==> config.mk <==
export PLATFORM = sky130hd
export DESIGN_NAME = config_text_tokenizer_core_flat
export DESIGN_NICKNAME = d
export VERILOG_FILES = /design/src/sv/ctt_pkg.sv /design/src/sv/ctt_char_if.sv /design/src/sv/ctt_token_if.sv /design/src/sv/config_text_tokenizer_core.sv /design/src/sv/ctt_scanner.sv /design/src/sv/ctt_token_queue.sv /design/src/flat_wrapper.sv
export SDC_FILE = /design/constraint.sdc
export NUM_CORES = 1
export LEC_CHECK = 0
export BUFFER_PORTS_ARGS = -buffer_cell sky130_fd_sc_hd__buf_2
export CAP_MARGIN = 5
export CORE_ASPECT_RATIO = 1.4
export CORE_MARGIN = 8
export CORE_UTILIZATION = 65
export CTS_CLUSTER_DIAMETER = 150
export DETAILED_ROUTE_END_ITERATION = 6
export PLACE_DENSITY_LB_ADDON = 0.25
export SLEW_MARGIN = 20
export SYNTH_ARGS = -nofsm -noshare
export SYNTH_HDL_FRONTEND = slang
export SYNTH_HIERARCHICAL = 1
export SYNTH_SLANG_ARGS = --single-unit
==> constraint.sdc <==
create_clock -name clk_i -period 11.15 [get_ports clk_i]
set_input_delay 0.5575 -clock clk_i [delete_from_list [all_inputs] [get_ports clk_i]]
set_output_delay 0.5575 -clock clk_i [all_outputs]
set_load 0.01 [all_outputs]
==> src/sv/ctt_pkg.sv <==
// Shared types, token kind codes and character classes of the configuration text tokenizer.
// No dependencies; every other file of the block but ctt_char_if imports this package.
package ctt_pkg;

  // Width of the offset and length fields of a token.
  localparam int TokenW = 12;

  // Depth of the token queue between the scanner and the output port.
  localparam int QueueDepth = 4;
  localparam int QueuePtrW  = $clog2(QueueDepth);

  // Token kind codes.
  localparam logic [3:0] KIND_END     = 4'd0;
  localparam logic [3:0] KIND_LPAREN  = 4'd1;
  localparam logic [3:0] KIND_RPAREN  = 4'd2;
  localparam logic [3:0] KIND_SEMI    = 4'd3;
  localparam logic [3:0] KIND_COLON   = 4'd4;
  localparam logic [3:0] KIND_COMMA   = 4'd5;
  localparam logic [3:0] KIND_STAR    = 4'd6;
  localparam logic [3:0] KIND_LBRACK  = 4'd7;
  localparam logic [3:0] KIND_RBRACK  = 4'd8;
  localparam logic [3:0] KIND_LBRACE  = 4'd9;
  localparam logic [3:0] KIND_RBRACE  = 4'd10;
  localparam logic [3:0] KIND_EQUALS  = 4'd11;
  localparam logic [3:0] KIND_STRING  = 4'd12;
  localparam logic [3:0] KIND_IDENT   = 4'd13;
  localparam logic [3:0] KIND_NUMBER  = 4'd14;
  localparam logic [3:0] KIND_UNKNOWN = 4'd15;

  // Characters with a role of their own in the scanner.
  localparam logic [7:0] CH_NUL       = 8'h00;
  localparam logic [7:0] CH_QUOTE     = 8'h22;
  localparam logic [7:0] CH_BACKSLASH = 8'h5C;
  localparam logic [7:0] CH_SLASH     = 8'h2F;
  localparam logic [7:0] CH_STAR      = 8'h2A;
  localparam logic [7:0] CH_MINUS     = 8'h2D;
  localparam logic [7:0] CH_DOT       = 8'h2E;
  localparam logic [7:0] CH_UNDERLINE = 8'h5F;
  localparam logic [7:0] CH_LF        = 8'h0A;
  localparam logic [7:0] CH_CR        = 8'h0D;

  // One token as it leaves the block.
  typedef struct packed {
    logic [3:0]        kind;
    logic [TokenW-1:0] start;
    logic [TokenW-1:0] length;
    logic              last;
  } token_t;

  // Tokens produced by the scanner for one byte, pushed into the queue together.
  typedef struct packed {
    logic [1:0] count;
    token_t     tok0;
    token_t     tok1;
  } scan_push_t;

  function automatic logic is_space(input logic [7:0] c);
    is_space = (c == 8'h20) || (c == 8'h09) || (c == 8'h0A) || (c == 8'h0D) ||
               (c == 8'h0B) || (c == 8'h0C);
  endfunction

  function automatic logic is_letter(input logic [7:0] c);
    is_letter = ((c >= 8'h61) && (c <= 8'h7A)) || ((c >= 8'h41) && (c <= 8'h5A));
  endfunction

  function automatic logic is_digit(input logic [7:0] c);
    is_digit = (c >= 8'h30) && (c <= 8'h39);
  endfunction

  // Kind of a single-character punctuation token, or KIND_END if the byte is none.
  function automatic logic [3:0] punct_kind(input logic [7:0] c);
    case (c)
      8'h28:   punct_kind = KIND_LPAREN;
      8'h29:   punct_kind = KIND_RPAREN;
      8'h3B:   punct_kind = KIND_SEMI;
      8'h3A:   punct_kind = KIND_COLON;
      8'h2C:   punct_kind = KIND_COMMA;
      8'h2A:   punct_kind = KIND_STAR;
      8'h5B:   punct_kind = KIND_LBRACK;
      8'h5D:   punct_kind = KIND_RBRACK;
      8'h7B:   punct_kind = KIND_LBRACE;
      8'h7D:   punct_kind = KIND_RBRACE;
      8'h3D:   punct_kind = KIND_EQUALS;
      default: punct_kind = KIND_END;
    endcase
  endfunction

endpackage

==> src/sv/ctt_char_if.sv <==
// Valid/ready channel that carries one byte of configuration text per word.
// No dependencies.
interface ctt_char_if;
  logic       valid;
  logic       ready;
  logic [7:0] char_in;

  modport source (output valid, output char_in, input ready);
  modport sink   (input valid, input char_in, output ready);
endinterface

==> src/sv/ctt_token_if.sv <==
// Valid/ready channel that carries one token per word.
// Depends on ctt_pkg for the field widths.
interface ctt_token_if import ctt_pkg::*; ();
  logic              valid;
  logic              ready;
  logic [3:0]        token_kind;
  logic [TokenW-1:0] token_start;
  logic [TokenW-1:0] token_length;
  logic              last_of_run;

  modport source (output valid, output token_kind, output token_start,
                  output token_length, output last_of_run, input ready);
  modport sink   (input valid, input token_kind, input token_start,
                  input token_length, input last_of_run, output ready);
endinterface

==> src/sv/config_text_tokenizer_core.sv <==
// Top level of the configuration text tokenizer: byte scanner feeding a token queue.
// Depends on ctt_pkg, ctt_char_if, ctt_token_if, ctt_scanner and ctt_token_queue.
//
// Takes one byte of text per word on in_i (a zero byte ends the stream) and returns tokens on
// out_o as kind, start offset, length and a flag on the last token caused by each byte.
// Whitespace and line and block comments are skipped. A byte is taken every cycle while the token
// queue has room for two tokens; a byte is held in the input register and its tokens in the
// token queue. A byte can close one token and start or finish another, so it may yield two
// tokens; the output then drains one token a cycle while out_o is ready, through a four-entry
// queue, and input is held off only while that queue has fewer than two free entries. Offsets
// count modulo BUFFER_BYTES and restart at zero after each end token.
module config_text_tokenizer_core import ctt_pkg::*; #(
  parameter int BUFFER_BYTES = 4096
) (
  input  logic        clk_i,
  input  logic        rst_ni,
  ctt_char_if.sink    in_i,
  ctt_token_if.source out_o
);

  scan_push_t push;
  logic       space_ok;

  // Byte scanner with its state machine.
  ctt_scanner #(
    .BUFFER_BYTES (BUFFER_BYTES)
  ) u_scanner (
    .clk_i      (clk_i),
    .rst_ni     (rst_ni),
    .in_i       (in_i),
    .space_ok_i (space_ok),
    .push_o     (push)
  );

  // Token queue towards the output port.
  ctt_token_queue u_queue (
    .clk_i      (clk_i),
    .rst_ni     (rst_ni),
    .push_i     (push),
    .space_ok_o (space_ok),
    .out_o      (out_o)
  );

endmodule

==> src/sv/ctt_scanner.sv <==
// Byte register and scanner state machine: classifies each byte and produces up to two tokens.
// Depends on ctt_pkg and ctt_char_if.
module ctt_scanner import ctt_pkg::*; #(
  parameter int BUFFER_BYTES = 4096
) (
  input  logic       clk_i,
  input  logic       rst_ni,
  ctt_char_if.sink   in_i,
  input  logic       space_ok_i,
  output scan_push_t push_o
);

  localparam int PW = $clog2(BUFFER_BYTES);
  localparam logic [PW:0]   BufLen  = (PW + 1)'(BUFFER_BYTES);
  localparam logic [PW-1:0] LastPos = PW'(BUFFER_BYTES - 1);

  // Scanner states.
  localparam logic [3:0] M_IDLE  = 4'd0;
  localparam logic [3:0] M_SLASH = 4'd1;
  localparam logic [3:0] M_LINE  = 4'd2;
  localparam logic [3:0] M_BLOCK = 4'd3;
  localparam logic [3:0] M_BSTAR = 4'd4;
  localparam logic [3:0] M_STR   = 4'd5;
  localparam logic [3:0] M_ESC   = 4'd6;
  localparam logic [3:0] M_IDENT = 4'd7;
  localparam logic [3:0] M_NUM   = 4'd8;
  localparam logic [3:0] M_MINUS = 4'd9;

  logic          cvalid_q;
  logic [7:0]    char_q;
  logic [3:0]    mode_q, mode_d;
  logic [PW-1:0] pos_q, pos_d;
  logic [PW-1:0] pend_q, pend_d;
  logic          fire;

  // The held byte is processed once the queue has room for two tokens.
  assign fire     = cvalid_q && space_ok_i;
  assign in_i.ready = !cvalid_q || fire;

  // Input register.
  always_ff @(posedge clk_i or negedge rst_ni) begin
    if (!rst_ni) begin
      cvalid_q <= 1'b0;
    end else if (in_i.ready) begin
      cvalid_q <= in_i.valid;
    end
  end

  always_ff @(posedge clk_i) begin
    if (in_i.valid && in_i.ready) begin
      char_q <= in_i.char_in;
    end
  end

  // Offsets modulo the buffer size, widened to the token field width.
  logic [PW-1:0]        pos_inc;
  logic [PW:0]          diff;
  logic [PW:0]          span_full;
  logic [PW+TokenW-1:0] pos_ext, pend_ext, span_ext;
  logic [TokenW-1:0]    pos12, pend12, span12;

  assign pos_inc   = (pos_q == LastPos) ? '0 : pos_q + 1'b1;
  assign diff      = {1'b0, pos_q} - {1'b0, pend_q};
  assign span_full = diff[PW] ? diff + BufLen : diff;
  assign pos_ext   = {{TokenW{1'b0}}, pos_q};
  assign pend_ext  = {{TokenW{1'b0}}, pend_q};
  assign span_ext  = {{TokenW{1'b0}}, span_full[PW-1:0]};
  assign pos12     = pos_ext[TokenW-1:0];
  assign pend12    = pend_ext[TokenW-1:0];
  assign span12    = span_ext[TokenW-1:0];

  // Handling of a byte that arrives between tokens.
  logic              idle_emit;
  logic [3:0]        idle_kind;
  logic              idle_len;
  logic [3:0]        idle_mode;
  logic              idle_set;
  logic [TokenW-1:0] idle_start;
  logic [PW-1:0]     idle_pend;
  logic              idle_end;
  logic [3:0]        pk;

  always_comb begin
    pk         = punct_kind(char_q);
    idle_emit  = 1'b0;
    idle_kind  = KIND_END;
    idle_len   = 1'b0;
    idle_mode  = M_IDLE;
    idle_set   = 1'b0;
    idle_start = pos12;
    idle_pend  = pos_q;
    idle_end   = 1'b0;
    if (char_q == CH_NUL) begin
      idle_emit = 1'b1;
      idle_end  = 1'b1;
    end else if (is_space(char_q)) begin
      idle_emit = 1'b0;
    end else if (pk != KIND_END) begin
      idle_emit = 1'b1;
      idle_kind = pk;
      idle_len  = 1'b1;
    end else if (char_q == CH_SLASH) begin
      idle_mode = M_SLASH;
      idle_set  = 1'b1;
    end else if (char_q == CH_QUOTE) begin
      idle_mode = M_STR;
      idle_set  = 1'b1;
      idle_pend = pos_inc;
    end else if (is_letter(char_q)) begin
      idle_mode = M_IDENT;
      idle_set  = 1'b1;
    end else if (is_digit(char_q)) begin
      idle_mode = M_NUM;
      idle_set  = 1'b1;
    end else if (char_q == CH_MINUS) begin
      idle_mode = M_MINUS;
      idle_set  = 1'b1;
    end else begin
      idle_emit = 1'b1;
      idle_kind = KIND_UNKNOWN;
      idle_len  = 1'b1;
    end
  end

  // Scanner state machine: closes a pending token and decides whether the byte
  // is then scanned as if between tokens.
  logic              pre_emit;
  logic [3:0]        pre_kind;
  logic [TokenW-1:0] pre_len;
  logic              use_idle;
  logic              ended;
  logic              ident_char;

  always_comb begin
    ident_char = is_letter(char_q) || is_digit(char_q) || (char_q == CH_UNDERLINE);
    pre_emit   = 1'b0;
    pre_kind   = KIND_UNKNOWN;
    pre_len    = span12;
    use_idle   = 1'b0;
    mode_d     = mode_q;
    unique case (mode_q) inside
      M_SLASH: begin
        if (char_q == CH_SLASH) begin
          mode_d = M_LINE;
        end else if (char_q == CH_STAR) begin
          mode_d = M_BLOCK;
        end else begin
          pre_emit = 1'b1;
          pre_len  = TokenW'(1);
          use_idle = 1'b1;
        end
      end
      M_LINE: begin
        if (char_q == CH_NUL) begin
          use_idle = 1'b1;
        end else if ((char_q == CH_LF) || (char_q == CH_CR)) begin
          mode_d = M_IDLE;
        end
      end
      M_BLOCK, M_BSTAR: begin
        if (char_q == CH_NUL) begin
          use_idle = 1'b1;
        end else if ((mode_q == M_BSTAR) && (char_q == CH_SLASH)) begin
          mode_d = M_IDLE;
        end else begin
          mode_d = (char_q == CH_STAR) ? M_BSTAR : M_BLOCK;
        end
      end
      M_STR: begin
        pre_kind = KIND_STRING;
        if (char_q == CH_NUL) begin
          pre_emit = 1'b1;
          use_idle = 1'b1;
        end else if (char_q == CH_QUOTE) begin
          pre_emit = 1'b1;
          mode_d   = M_IDLE;
        end else if (char_q == CH_BACKSLASH) begin
          mode_d = M_ESC;
        end
      end
      M_ESC: begin
        pre_kind = KIND_STRING;
        if (char_q == CH_NUL) begin
          pre_emit = 1'b1;
          use_idle = 1'b1;
        end else begin
          mode_d = M_STR;
        end
      end
      M_IDENT: begin
        pre_kind = KIND_IDENT;
        if (!ident_char) begin
          pre_emit = 1'b1;
          use_idle = 1'b1;
        end
      end
      M_NUM: begin
        pre_kind = KIND_NUMBER;
        if (!(is_digit(char_q) || (char_q == CH_DOT))) begin
          pre_emit = 1'b1;
          use_idle = 1'b1;
        end
      end
      M_MINUS: begin
        if (is_digit(char_q)) begin
          mode_d = M_NUM;
        end else begin
          pre_emit = 1'b1;
          pre_len  = TokenW'(1);
          use_idle = 1'b1;
        end
      end
      default: begin
        use_idle = 1'b1;
      end
    endcase

    ended  = use_idle && idle_end;
    pend_d = pend_q;
    if (use_idle) begin
      mode_d = idle_mode;
      if (idle_set) begin
        pend_d = idle_pend;
      end
    end
    pos_d = pos_inc;
    if (ended) begin
      mode_d = M_IDLE;
      pos_d  = '0;
      pend_d = '0;
    end
  end

  // Tokens for this byte, the last one flagged.
  logic   second;
  token_t idle_tok;

  always_comb begin
    idle_tok.kind   = idle_kind;
    idle_tok.start  = idle_start;
    idle_tok.length = {{(TokenW-1){1'b0}}, idle_len};
    idle_tok.last   = 1'b1;
    second          = use_idle && idle_emit;
    push_o.tok1     = idle_tok;
    if (pre_emit) begin
      push_o.tok0.kind   = pre_kind;
      push_o.tok0.start  = pend12;
      push_o.tok0.length = pre_len;
      push_o.tok0.last   = !second;
    end else begin
      push_o.tok0 = idle_tok;
    end
    if (!fire) begin
      push_o.count = 2'd0;
    end else if (pre_emit && second) begin
      push_o.count = 2'd2;
    end else if (pre_emit || second) begin
      push_o.count = 2'd1;
    end else begin
      push_o.count = 2'd0;
    end
  end

  // Scanner state registers.
  always_ff @(posedge clk_i or negedge rst_ni) begin
    if (!rst_ni) begin
      mode_q <= M_IDLE;
      pos_q  <= '0;
      pend_q <= '0;
    end else if (fire) begin
      mode_q <= mode_d;
      pos_q  <= pos_d;
      pend_q <= pend_d;
    end
  end

  // A zero byte always restarts the offsets of the next stream at zero.
  assert property (@(posedge clk_i) disable iff (!rst_ni)
    (fire && (char_q == CH_NUL)) |=> ((pos_q == '0) && (mode_q == M_IDLE)))
    else $error("offset not restarted after end of stream");

  // The end of stream always yields an end word as the last token of the byte.
  assert property (@(posedge clk_i) disable iff (!rst_ni)
    (fire && (char_q == CH_NUL)) |->
      ((push_o.count != 2'd0) &&
       (((push_o.count == 2'd1) && (push_o.tok0.kind == KIND_END)) ||
        ((push_o.count == 2'd2) && (push_o.tok1.kind == KIND_END)))))
    else $error("end of stream without end token");

endmodule

==> src/sv/ctt_token_queue.sv <==
// Small token queue between the scanner and the output port; takes up to two words a cycle.
// Depends on ctt_pkg and ctt_token_if.
module ctt_token_queue import ctt_pkg::*; (
  input  logic         clk_i,
  input  logic         rst_ni,
  input  scan_push_t   push_i,
  output logic         space_ok_o,
  ctt_token_if.source  out_o
);

  token_t                 entry_q [QueueDepth];
  logic [QueuePtrW-1:0]   wr_ptr_q, rd_ptr_q;
  logic [QueuePtrW:0]     count_q;
  logic                   pop;
  logic [QueuePtrW-1:0]   wr_ptr_nx;
  token_t                 head;

  assign pop        = out_o.valid && out_o.ready;
  assign space_ok_o = count_q <= (QueuePtrW + 1)'(QueueDepth - 2);
  assign wr_ptr_nx  = wr_ptr_q + 1'b1;

  // Output port shows the head entry.
  assign head               = entry_q[rd_ptr_q];
  assign out_o.valid        = count_q != '0;
  assign out_o.token_kind   = head.kind;
  assign out_o.token_start  = head.start;
  assign out_o.token_length = head.length;
  assign out_o.last_of_run  = head.last;

  // Entry storage.
  always_ff @(posedge clk_i) begin
    if (push_i.count != 2'd0) begin
      entry_q[wr_ptr_q] <= push_i.tok0;
    end
    if (push_i.count == 2'd2) begin
      entry_q[wr_ptr_nx] <= push_i.tok1;
    end
  end

  // Pointers and fill count.
  always_ff @(posedge clk_i or negedge rst_ni) begin
    if (!rst_ni) begin
      wr_ptr_q <= '0;
      rd_ptr_q <= '0;
      count_q  <= '0;
    end else begin
      wr_ptr_q <= wr_ptr_q + QueuePtrW'(push_i.count);
      if (pop) begin
        rd_ptr_q <= rd_ptr_q + 1'b1;
      end
      count_q <= count_q + (QueuePtrW + 1)'(push_i.count) - (QueuePtrW + 1)'(pop);
    end
  end

  // Pushes never overrun the queue.
  assert property (@(posedge clk_i) disable iff (!rst_ni)
    ({1'b0, count_q} + (QueuePtrW + 2)'(push_i.count)) <= (QueuePtrW + 2)'(QueueDepth))
    else $error("token queue overrun");

  // Fill count tracks the pointer distance.
  assert property (@(posedge clk_i) disable iff (!rst_ni)
    (count_q != (QueuePtrW + 1)'(QueueDepth)) |->
      (QueuePtrW'(wr_ptr_q - rd_ptr_q) == count_q[QueuePtrW-1:0]))
    else $error("token queue count and pointers disagree");

endmodule

==> src/flat_wrapper.sv <==
// flat-port wrapper written by rule: the top's interface ports become plain ports
module config_text_tokenizer_core_flat import ctt_pkg::*;
#(
  parameter int BUFFER_BYTES = 4096
)
  (clk_i, rst_ni, in_i_valid, in_i_char_in, in_i_ready, out_o_valid, out_o_token_kind, out_o_token_start, out_o_token_length, out_o_last_of_run, out_o_ready);
  ctt_char_if in_i_i ();
  ctt_token_if out_o_i ();
  input  logic clk_i;
  input  logic rst_ni;
  input wire logic [$bits(in_i_i.valid)-1:0] in_i_valid;
  input wire logic [$bits(in_i_i.char_in)-1:0] in_i_char_in;
  output wire logic [$bits(in_i_i.ready)-1:0] in_i_ready;
  output wire logic [$bits(out_o_i.valid)-1:0] out_o_valid;
  output wire logic [$bits(out_o_i.token_kind)-1:0] out_o_token_kind;
  output wire logic [$bits(out_o_i.token_start)-1:0] out_o_token_start;
  output wire logic [$bits(out_o_i.token_length)-1:0] out_o_token_length;
  output wire logic [$bits(out_o_i.last_of_run)-1:0] out_o_last_of_run;
  input wire logic [$bits(out_o_i.ready)-1:0] out_o_ready;
  assign in_i_i.valid = in_i_valid;
  assign in_i_i.char_in = in_i_char_in;
  assign in_i_ready = in_i_i.ready;
  assign out_o_valid = out_o_i.valid;
  assign out_o_token_kind = out_o_i.token_kind;
  assign out_o_token_start = out_o_i.token_start;
  assign out_o_token_length = out_o_i.token_length;
  assign out_o_last_of_run = out_o_i.last_of_run;
  assign out_o_i.ready = out_o_ready;
  config_text_tokenizer_core #(.BUFFER_BYTES(BUFFER_BYTES)) u_core (.clk_i(clk_i), .rst_ni(rst_ni), .in_i(in_i_i), .out_o(out_o_i));
endmodule
==> key figures, run 1 <==
Floorplan
  • Placeable core area: 0.0149 mm²
  • Number of ports placed on the die boundary: 43
  • Full die area: 0.0193 mm²
  • Total number of placement rows: 53
  • Starting utilization of the core area: approximately two thirds
  • Vertical extent of the die: 161 µm
  • Die width: 120 µm

STA
  • Worst-margin pin slew: 0.928 ns
  • Achievable Freq: 187 MHz
  • Slew headroom: 37.9%
  • RSZ-0062 raised after global routing: no
  • Final Skew: between 0.01 and 0.015 ns
  • Max-slew violation count: 0
  • Share of the cycle needed by the critical path after routing: 48.0%
  • Number of hold-slack violations in the final timing report: 0
  • Total negative setup slack: 0 ns
  • Final setup violation count: 0
  • Final critical delay including setup and external delays: 5.35 ns
  • Final hold slack: 0.229 ns

Finish
  • ANT cells: 0
  • Share of post-route cells with drive strength above 1: 30.9%
  • Layout net count: between 800 and 900
  • Number of filler cells placed in the layout: 1,053
  • Final instance area: 0.0105 mm²
  • Synthesis-to-finish area growth: 7.69%

Critical path
  • Critical path cell sequence: nor4_1 -> nand3_1 -> a21oi_2 -> a21oi_2 -> and2_4 -> inv_1 -> ha_1 -> inv_1 -> nor2_1 -> and4bb_2 -> o21bai_2 -> buf_4
  • Cell type of the slowest stage on the worst timing path: and4bb_2
  • Worst Path Arrival: between 5 and 6 ns
  • Data required time of the worst path: 11.24 ns
  • Crit-path max cell delay: 0.91 ns
  • Endpoint kind of the worst setup timing path: flop
  • CP Launch Type: flop
  • Worst Reg-to-Reg Cells: 12
  • Maximum net fanout on the critical path: 30
  • Critical path class: reg -> reg

Yosys
  • Per-instance average area after synthesis: 12.4 µm²
  • Top cell type's share of synthesized area: between 30% and 40%
  • Syn Std Cell Area: 0.00977 mm²
  • Synth area leader: edfxtp_1
  • Ranking of synthesized cells by area: edfxtp_1, mux2_2, dfrtp_1
  • Number of distinct library cells after synthesis: 77
  • Commonest cells in the synthesized netlist: edfxtp_1, mux2_2, nand2_1, o21ai_0
  • Cells after Synth: 789
  • Commonest register cell after synthesis: edfxtp_1
  • Number of register bits inferred by synthesis: 160
  • Share of the yosys chip area belonging to registers: 47.3%
  • Async set-reset flop share out of synthesis: approximately 23%
  • Count of warnings emitted by yosys: 6
  • Post-synth EDFFs: 124
  • Count leader, synth: edfxtp_1

Placed design
  • Detail Placement HPWL: between 15,000 and 20,000 µm
  • Final RePlAce weighted congestion: 0.889
  • Number of port buffers: 42
  • Post-DP Area: 0.00993 mm²

CTS
  • Insertion delay of the later-clocked pin in the worst-skew pair: 0.42 ns
  • Clock root buffer master: clkbuf_16
  • Hold-fix buffer count after cts: 0
  • H-tree depth: 4
  • Count of buffers added by post-CTS timing repair for setup: 0
  • CTS Buf Count: 17
  • Count of instances resized after the clock tree is built: 0
  • TritonCTS clock tree: yes
  • Number of clock sinks: 160
  • Maximum buffer depth of the clock tree: 2
  • CTS clock-pin slew for the worst setup and hold paths: 0.07 ns

Global route
  • Global-route wire length before repair: between 30,000 and 40,000 µm
  • Remaining global-route overflow: 0
  • Number of antenna violations at the first check in global routing: 0
  • Tot GR Track Use: 24.1%
  • Vias in the first global route: 6,726
  • Largest net degree at the start of global routing: 37

Outcome
  • Run status: finished, final reports clean

Min path
  • Worst min path class: in -> async

Power and ir drop
  • Pwr Density: 264 mW/mm²
  • Maximum vdd ir drop: 0.000193 V
  • Leak pwr: 3.92 nW

Routing
  • Overall via count from detail_route: 6,603
  • Routed WL per cell: 22.8 µm
  • Vias per std cell: roughly 6.6
  • Number of iterations in the first detailed-routing pass: 5
  • Remaining antenna violation count after routing: 0
  • Violation count after the first detailed-routing iteration: approximately 560
  • Detailed-route DRC error count: 0
  • Total Wirelength: about 23,000 µm

Job
  • Number of maximum-capacitance violations: 0
path summary, 6_finish.rpt:
path                                             from                        endpoint  slack (ns)
max                        u_core/u_scanner/char_q[4]   u_core/u_queue/entry_q[2][24]        5.80
min reg2reg                 u_core/u_queue/count_q[2]       u_core/u_queue/count_q[2]        0.55
max in group asynchronous                      rst_ni      u_core/u_queue/rd_ptr_q[0]       10.33
max reg2reg                u_core/u_scanner/char_q[4]   u_core/u_queue/entry_q[2][24]        5.80
min in group clk_i                    in_i_char_in[6]      u_core/u_scanner/char_q[6]        0.31
min                                            rst_ni  u_core/u_scanner/idle_start[6]        0.23
logic make-up (layout without fill, tap and decap cells):
group | count (synthesis) | after routing | share of synthesized area (%)
and+or+nand+nor | 200 | 200 | 11.6
buffers and inverters | 94 | 110 | 5.29
AOI/OAI and AO/OA | 123 | 123 | 8.10
adders and majority gates | 19 | 19 | 2.59
other | 2 | 12 | 0.0768
muxes | 172 | 172 | 23.3
DFF | 160 | 160 | 47.3
xor gates and xnor gates | 19 | 19 | 1.70
state kept, by name, indices dropped and copies added (netlist names):
register,cells
u_core/u_scanner/mode_q,4
u_core/u_queue/rd_ptr_q,2
u_core/u_queue/wr_ptr_q,2
u_core/u_scanner/cvalid_q,1
u_core/u_scanner/char_q,8
u_core/u_scanner/idle_start,12
u_core/u_queue/count_q,3
u_core/u_queue/entry_q,116
u_core/u_scanner/pend12,12
critical path, delay by kind of cell, from the launching register on:
family | cells | cell delay [ns]
buf+inv | 3 | 0.56
simple gates | 5 | 2.78
compound gates | 3 | 0.92
fa+ha+maj | 1 | 0.13
flops | 1 | 0.61
where the power goes:
part	internal, W	switching (W)	leakage [nW]
logic	0.000546	0.000629	2.03
clock network	0.000338	0.000254	0.281
registers	0.000856	0.000157	1.61
final cells by class:
cell class | count | area, µm² | area share, %
clock buffers | 17 | 425 | 4.04
multi-input cells | 545 | 4680 | 44.5
flip-flops and latches | 160 | 4630 | 44.0
repair buffers | 50 | 270 | 2.57
well taps | 192 | 240 | 2.28
inverters | 29 | 109 | 1.03
clock inverters | 14 | 170 | 1.62
cell usage in the layout, fill, tap and decap left out, drive strengths merged, types with 5 or more instances in the layout:
cell type	Yosys	routed
nand2b	8	8
mux4	29	29
and2	8	8
nand4	5	5
mux2i	7	7
inv	29	37
nor2	38	38
o31ai	8	8
edfxtp	124	124
nor2b	9	9
xor2	5	5
buf	45	50
and3	14	14
nand3	23	23
mux2	136	136
o21ai	44	44
conb	2	12
ha	17	17
dfrtp	36	36
nor3b	5	5
a21oi	29	29
nand2	47	47
nor3	10	10
clkbuf	20	17
xnor2	14	14
a31oi	7	7
metal layers:
layer  global-route usage (%)  share of wire, %  vias to the layer above
met5                        0                 0                        -
met4                     7.81               1.9                        0
met3                     3.81               4.9                       37
met2                     43.8                54                      258
met1                     28.3                39                     3318
li1                         -                 -                     2990
metrics by stage:
step           setup WS, ns  util, %  total power (W)  instances
4_1_cts                5.85     70.8          0.00279       1007
2_1_floorplan          5.91        -          0.00187        799
6_report               5.80     70.9          0.00278       1007
3_3_place_gp           6.04     66.8          0.00215        976
5_1_grt                5.54     70.9          0.00293       1007
3_5_place_dp           5.83     66.8          0.00219        976
Note: power is estimated with default switching activity, not from simulation.
==> run 2: changes to the inputs <==
--- a/config.mk
+++ b/config.mk
@@ -9,7 +9,7 @@
 export CAP_MARGIN = 5
 export CORE_ASPECT_RATIO = 1.4
 export CORE_MARGIN = 8
-export CORE_UTILIZATION = 65
+export CORE_UTILIZATION = 63
 export CTS_CLUSTER_DIAMETER = 150
 export DETAILED_ROUTE_END_ITERATION = 6
 export PLACE_DENSITY_LB_ADDON = 0.25
==> constraint.sdc (replaced) <==
create_clock -name clk_i -period 5.2 [get_ports clk_i]
set_input_delay 0.26 -clock clk_i [delete_from_list [all_inputs] [get_ports clk_i]]
set_output_delay 0.26 -clock clk_i [all_outputs]
set_load 0.01 [all_outputs]
==> run 2 against run 1 <==
Against the previous run: first-iteration DRC count down 3.0%; sequential share of layout area fell by 0.85 points; combinational power up 120%; total power rose by 110%.
==> key figures, run 2 (synthesis gave the netlist of run 1 again) <==
Critical path
  • Family with the most delay on the worst path: simple AND/OR/NAND/NOR gates
  • Cell repeated most along the worst path: and3_1
  • Cell type of the slowest stage on the worst timing path: o21bai_4
  • Data required time of the worst path: 5.34 ns
  • Critical path cell sequence: nor4b_4 -> nand3_1 -> and3_1 -> nand2b_1 -> a21oi_2 -> and2_4 -> inv_1 -> ha_1 -> and3_1 -> o21bai_1 -> o21bai_4 -> buf_4
  • Crit-path max cell delay: 0.64 ns
  • Critical path class: reg -> reg
  • Maximum net fanout on the critical path: 22
  • Levels on crit path: 12
  • Buffers plus inverters on the worst setup path: 2
  • Endpoint kind of the worst setup timing path: flop
  • Worst Path Arrival: 4.86 ns
  • Worst Reg-to-Reg Cells: 12
  • CP Launch Type: flop

STA
  • RSZ-0062 raised after global routing: no
  • Achievable Freq: 212 MHz
  • Slew headroom: 44.2%
  • Worst-margin pin slew: 0.829 ns
  • Number of hold-slack violations in the final timing report: 0
  • Final Skew: 0.0150 ns
  • Worst Setup Slack, final: 0.472 ns
  • Final setup violation count: 0
  • Share of the cycle needed by the critical path after routing: 90.9%
  • Final critical delay including setup and external delays: 4.73 ns
  • Final hold slack: 0.0433 ns
  • Total negative setup slack: 0 ns
  • Max-slew violation count: 0

Floorplan
  • Number of ports placed on the die boundary: 43
  • Total number of placement rows: 54
  • Starting utilization of the core area: 63.5%
  • Vertical extent of the die: around 160 µm
  • Die width: 121 µm
  • Full die area: 0.0198 mm²
  • Placeable core area: approximately 0.015 mm²

CTS
  • TritonCTS clock tree: yes
  • Clock root buffer master: clkbuf_16
  • Maximum buffer depth of the clock tree: 2
  • Number of clock sinks: 160
  • H-tree depth: 4
  • CTS clock-pin slew for the worst setup and hold paths: 0.07 ns
  • Count of buffers added by post-CTS timing repair for setup: 0
  • CTS Buf Count: 17
  • Insertion delay of the later-clocked pin in the worst-skew pair: 0.43 ns

Outcome
  • Run status: finished, final reports clean

Placed design
  • Worst slack at placement: between 0.4 and 0.5 ns
  • Detail Placement HPWL: approximately 16,000 µm
  • Number of port buffers: between 40 and 50
  • Final RePlAce weighted congestion: 0.902

Job
  • Number of maximum-capacitance violations: 0

Routing
  • Number of iterations in the first detailed-routing pass: 5
  • Detailed-route DRC error count: 0
  • Total Wirelength: 23,000 µm
  • Vias per std cell: 6.42
  • Violation count after the first detailed-routing iteration: ~540
  • Routed WL per cell: between 20 and 25 µm
  • Remaining antenna violation count after routing: 0
  • Overall via count from detail_route: 6,631

Power and ir drop
  • Total net switching power: about 0.0022 W
  • Sw Ratio: 38.0%
  • Portion of total power attributed to sequential cells: a little over a third
  • Fraction of power consumed by the clock network: 20.5%
  • Leak pwr: a little over 4 nW
  • Relative contribution of combinational cells to total power: 43.2%
  • Pwr Total: 0.00592 W
  • Internal power: 0.00367 W
  • Maximum vdd ir drop: 0.000329 V
  • Pwr Density: 552 mW/mm²

Finish
  • Most flops, register: u_core/u_queue/entry_q
  • Number of filler cells placed in the layout: roughly 1,000
  • Layout net count: 855
  • Flip-flop count of the largest register after layout: 116
  • ANT cells: 0
  • Most common cell after layout, fill and taps aside: edfxtp_1
  • Commonest non-fill, non-tap cells in the layout: edfxtp_1, mux2_2, nand2_1
  • Share of post-route cells with drive strength above 1: 31.5%
  • Synthesis-to-finish area growth: 9.81%

Global route
  • Vias in the first global route: 6,953
  • Largest net degree at the start of global routing: 37
  • Global-route wire length before repair: between 30,000 and 40,000 µm
  • Number of antenna violations at the first check in global routing: 0
  • Remaining global-route overflow: 0
  • Tot GR Track Use: 24.4%

Min path
  • Worst hold path depth: 2
  • Worst min path class: in -> reg
run 2: cell types whose count changed in the layout (fill, tap and decap cells not counted), sizes merged:
cell         delta
clkinvlp        -4
buf            +12
clkinv         +10
bufinv          -2
dlygate4sd3     +9
inv             -3
run 2: final timing paths:
kind | startpoint | endpoint | slack [ns]
setup / recovery | u_core/u_scanner/char_q[7] | u_core/u_queue/entry_q[2][21] | 0.47
hold / removal | in_i_valid | u_core/u_scanner/cvalid_q | 0.04
setup reg to reg | u_core/u_scanner/char_q[7] | u_core/u_queue/entry_q[2][21] | 0.47
hold reg to reg | u_core/u_queue/count_q[2] | u_core/u_queue/count_q[2] | 0.54
max in group asynchronous | rst_ni | u_core/u_queue/rd_ptr_q[0] | 4.11
min in group asynchronous | rst_ni | u_core/u_scanner/cvalid_q | 0.48
run 2: through the flow:
step	cell area, µm²	std cells	util (%)
3_5_place_dp	10000	992	65.2
5_1_grt	10700	1033	69.7
6_report	10700	1033	69.7
2_1_floorplan	9810	799	-
3_3_place_gp	10000	992	65.1
4_1_cts	10700	1032	69.6
run 2: worst reg2reg max path: stages, from the launching register on:
cell and delay, ns:
edfxtp_1 0.53, nor4b_4 0.55, nand3_1 0.13, and3_1 0.20, nand2b_1 0.15, a21oi_2 0.49
and2_4 0.44, inv_1 0.09, ha_1 0.27, and3_1 0.40, o21bai_1 0.23, o21bai_4 0.65
buf_4 0.31
run 2: layer usage:
metal	GRT usage, %	wire, µm
met3	4.01	991
met5	0	0
met1	27.4	8900
met2	44.4	12500
met4	10.6	690
run 2: power by group through the flow:
| stage | clock, W | sequential (W) | combinational, W |
|---|---|---|---|
| after detailed placement | 0 | 0.00218 | 0.00253 |
| final | 0.00122 | 0.00215 | 0.00256 |
| after CTS | 0.00123 | 0.00215 | 0.00257 |
| after floorplan | 0 | 0.00197 | 0.00203 |
| after global routing | 0.00128 | 0.00220 | 0.00279 |
| after global placement | 0 | 0.00215 | 0.00246 |
run 2: cell type report:
cell class / instances / area, µm² / share of cell area (%)
Sequential cell: 160 / 4630 / 43.1
Clock inverter: 15 / 171 / 1.60
Timing Repair Buffer: 71 / 463 / 4.31
Inverter: 29 / 109 / 1.01
Clock buffer: 17 / 425 / 3.96
Multi-Input combinational cell: 545 / 4690 / 43.7
Tap cell: 196 / 245 / 2.28
run 2: timing repair:
action | in CTS | in global routing
endpoints found under the setup margin | 0 | 0
gates resized for setup | 0 | 0
endpoints found under the hold margin | 43 | 1
hold buffers | 8 | 1
==> run 3: changes to the inputs <==
--- a/config.mk
+++ b/config.mk
@@ -5,6 +5,7 @@
 export SDC_FILE = /design/constraint.sdc
 export NUM_CORES = 1
 export LEC_CHECK = 0
+export ABC_AREA = 1
 export BUFFER_PORTS_ARGS = -buffer_cell sky130_fd_sc_hd__buf_2
 export CAP_MARGIN = 5
 export CORE_ASPECT_RATIO = 1.4
==> run 3 against run 2 <==
Against the previous run: synthesized cell count increased by 73%; wire length increased by 12%; final area increased by 1.7%; sequential share of layout area decreased by 0.76 points; register-to-register slack improved by 0.59 ns; total power increased by 13%; clock skew decreased by 0.0037 ns; via count increased by 37%; sequential power about the same; non-clock buffer count decreased by 8; largest cell class unchanged.
==> key figures, run 3 <==
Yosys
  • Number of distinct library cells after synthesis: 40
  • Commonest register cell after synthesis: edfxtp_1
  • Async set-reset flop share out of synthesis: 22.5%
  • Synth area leader: edfxtp_1
  • Ranking of synthesized cells by area: edfxtp_1, nand2_1, dfrtp_1
  • Top cell type's share of synthesized area: between 30% and 40%
  • Cells after Synth: 1,362
  • Number of register bits inferred by synthesis: 160
  • Share of the yosys chip area belonging to registers: a little under half
  • Commonest cells in the synthesized netlist: nand2_1, nand3_1, edfxtp_1, nor2_1, inv_1
  • Syn Std Cell Area: 0.0101 mm²
  • Count leader, synth: nand2_1
  • Count of warnings emitted by yosys: 6
  • Post-synth EDFFs: 124
  • Per-instance average area after synthesis: 7.43 µm²

Finish
  • Commonest non-fill, non-tap cells in the layout: nand2_1, nand3_1, edfxtp_1
  • Final instance area: 0.0109 mm²
  • Count of non-filler cells in the finished layout: 1,588
  • Share of post-route cells with drive strength above 1: 9.29%
  • Number of filler cells placed in the layout: 1,354
  • Synthesis-to-finish area growth: 7.93%
  • ANT cells: 0
  • Flip-flop count of the largest register after layout: 116
  • Most flops, register: u_core/u_queue/entry_q
  • Layout net count: 1,408
  • Most common cell after layout, fill and taps aside: nand2_1

Routing
  • Number of iterations in the first detailed-routing pass: 6
  • Remaining antenna violation count after routing: 0
  • Detailed-route DRC error count: 0
  • Total Wirelength: 25,900 µm
  • Routed WL per cell: 16.3 µm
  • Vias per std cell: 5.72
  • Overall via count from detail_route: 9,090
  • Violation count after the first detailed-routing iteration: 1,040

Outcome
  • Run status: finished, final reports clean

STA
  • Final critical delay including setup and external delays: roughly 4.1 ns
  • Final Skew: around 0.011 ns
  • Number of hold-slack violations in the final timing report: 0
  • Slew headroom: 26.4%
  • Total negative setup slack: 0 ns
  • RSZ-0062 raised after global routing: no
  • Achievable Freq: 242 MHz
  • Share of the cycle needed by the critical path after routing: 79.5%
  • Max-slew violation count: 0
  • Final setup violation count: 0
  • Worst-margin pin slew: 1.10 ns

Global route
  • Number of antenna violations at the first check in global routing: 0
  • Global-route wire length before repair: ~42,000 µm
  • Largest net degree at the start of global routing: 91
  • Tot GR Track Use: between 20% and 30%
  • Vias in the first global route: 8,934
  • Remaining global-route overflow: 0

Floorplan
  • Vertical extent of the die: 166 µm
  • Full die area: slightly above 0.02 mm²
  • Number of ports placed on the die boundary: 43
  • Starting utilization of the core area: 63.4%
  • Placeable core area: 0.0160 mm²
  • Die width: 123 µm
  • Total number of placement rows: 55

Critical path
  • CP Launch Type: flop
  • Maximum net fanout on the critical path: 36
  • Critical path class: reg -> reg
  • Data required time of the worst path: 5.26 ns
  • Worst Path Arrival: 4.19 ns
  • Endpoint kind of the worst setup timing path: flop
  • Cell repeated most along the worst path: nor2_1
  • Crit-path max cell delay: 0.46 ns
  • Critical path cell sequence: nor2_1 -> nand3_2 -> nor2_1 -> nor2_1 -> nand2_2 -> o211ai_2 -> nor2_4 -> inv_4 -> ha_1 -> inv_1 -> nor2_1 -> inv_1 -> nand2_1 -> inv_2 -> buf_4 -> nand2_1 -> o21ai_2 -> buf_4
  • Worst Reg-to-Reg Cells: 18
  • Cell type of the slowest stage on the worst timing path: nor2_4

CTS
  • CTS Buf Count: 17
  • H-tree depth: 4
  • Clock root buffer master: clkbuf_16
  • Count of instances resized after the clock tree is built: 0
  • Count of buffers added by post-CTS timing repair for setup: 0
  • TritonCTS clock tree: yes
  • CTS clock-pin slew for the worst setup and hold paths: 0.07 ns
  • Maximum buffer depth of the clock tree: 2
  • Number of clock sinks: 160
  • Hold-fix buffer count after cts: 5
  • Insertion delay of the later-clocked pin in the worst-skew pair: 0.42 ns

Placed design
  • Number of port buffers: 42
  • Number of instances in the placed design: approximately 1,600
  • Final RePlAce weighted congestion: roughly 0.95
  • Detail Placement HPWL: 16,900 µm
  • Post-DP Area: 0.0103 mm²

Power and ir drop
  • Maximum vdd ir drop: 0.000311 V
  • Pwr Density: 614 mW/mm²
  • Leak pwr: ~5.1 nW

Min path
  • Worst hold path depth: 1
  • Worst min path class: in -> reg

Job
  • Number of maximum-capacitance violations: 0
-- run 3: cell types whose count changed after synthesis, sizes merged, moves of 9 or more --
cell	change
nand2	+485
mux2	-136
nand3	+114
inv	+93
nor2	+89
o21ai	+64
mux4	-29
a21oi	-17
buf	+16
and3	-14
o211ai	+11
o22ai	+10
nor2b	-9
xnor2	-9
-- run 3: kinds of logic after synthesis --
| group | after synthesis | synth area share [%] |
|---|---|---|
| other | 2 | 0.0742 |
| adder cells (fa/ha/maj) | 19 | 2.50 |
| AO/OA/AOI/OAI | 149 | 8.01 |
| AND/OR/NAND/NOR | 817 | 33.5 |
| buffers and inverters | 201 | 9.02 |
| flip-flops | 160 | 45.7 |
| XOR/XNOR | 14 | 1.21 |
-- run 3: worst paths after layout --
kind | startpoint | to | slack (ns)
worst max-delay path | u_core/u_scanner/char_q[7] | u_core/u_queue/entry_q[3][7] | 1.07
worst min-delay path | in_i_char_in[4] | u_core/u_scanner/char_q[4] | 0.01
worst max register to register | u_core/u_scanner/char_q[7] | u_core/u_queue/entry_q[3][7] | 1.07
worst min register to register | u_core/u_scanner/pend12[10] | u_core/u_scanner/pend12[10] | 0.49
max in group asynchronous | rst_ni | u_core/u_queue/rd_ptr_q[0] | 4.14
min in group asynchronous | rst_ni | u_core/u_queue/count_q[2] | 0.47
-- run 3: per-layer routing --
| metal | GRT usage [%] | part of all wire, % | vias to the layer above |
|---|---|---|---|
| met5 | 0 | 0 | - |
| met4 | 12.8 | 3.5 | 0 |
| met3 | 3.50 | 7.8 | 84 |
| met2 | 46.6 | 53 | 460 |
| met1 | 28.7 | 36 | 4116 |
| li1 | - | - | 4430 |
-- run 3: through the flow --
step / worst slack [ns] / total power (W) / utilization, % / hold slack [ns]
after floorplan: 0.642 / 0.00460 / - / -0.0356
after global placement: 1.25 / 0.00545 / 64.6 / 0.404
after detailed placement: 1.24 / 0.00554 / 64.6 / 0.406
after CTS: 1.17 / 0.00669 / 68.2 / 0.0000922
after global routing: 0.662 / 0.00721 / 68.4 / 0.00715
final: 1.07 / 0.00670 / 68.4 / 0.0126
-- run 3: worst max-delay path: cells and delay by family, from the launching register on --
kind	cells	cell delay [ns]
buf+inv	6	1.10
simple gates	9	1.72
fa+ha+maj	1	0.30
flops	1	0.40
compound gates	2	0.21
-- run 3: area by class of cell --
cell class / count / area (µm²) / share of cell area [%]
multi-input combinational: 1011 / 4660 / 42.7
sequential: 160 / 4630 / 42.4
inverter: 124 / 468 / 4.29
clock buffer: 18 / 429 / 3.93
timing repair buffer: 63 / 385 / 3.53
tap: 199 / 249 / 2.28
clock inverter: 13 / 104 / 0.951
-- run 3: report_power, final --
group / switching [W] / total [W] / leakage (nW) / internal (W)
logic: 0.00240 / 0.00342 / 3.26 / 0.00102
clock network: 0.000527 / 0.00114 / 0.252 / 0.000617
registers: 0.000192 / 0.00214 / 1.62 / 0.00195
total: 0.00312 / 0.00670 / 5.13 / 0.00358
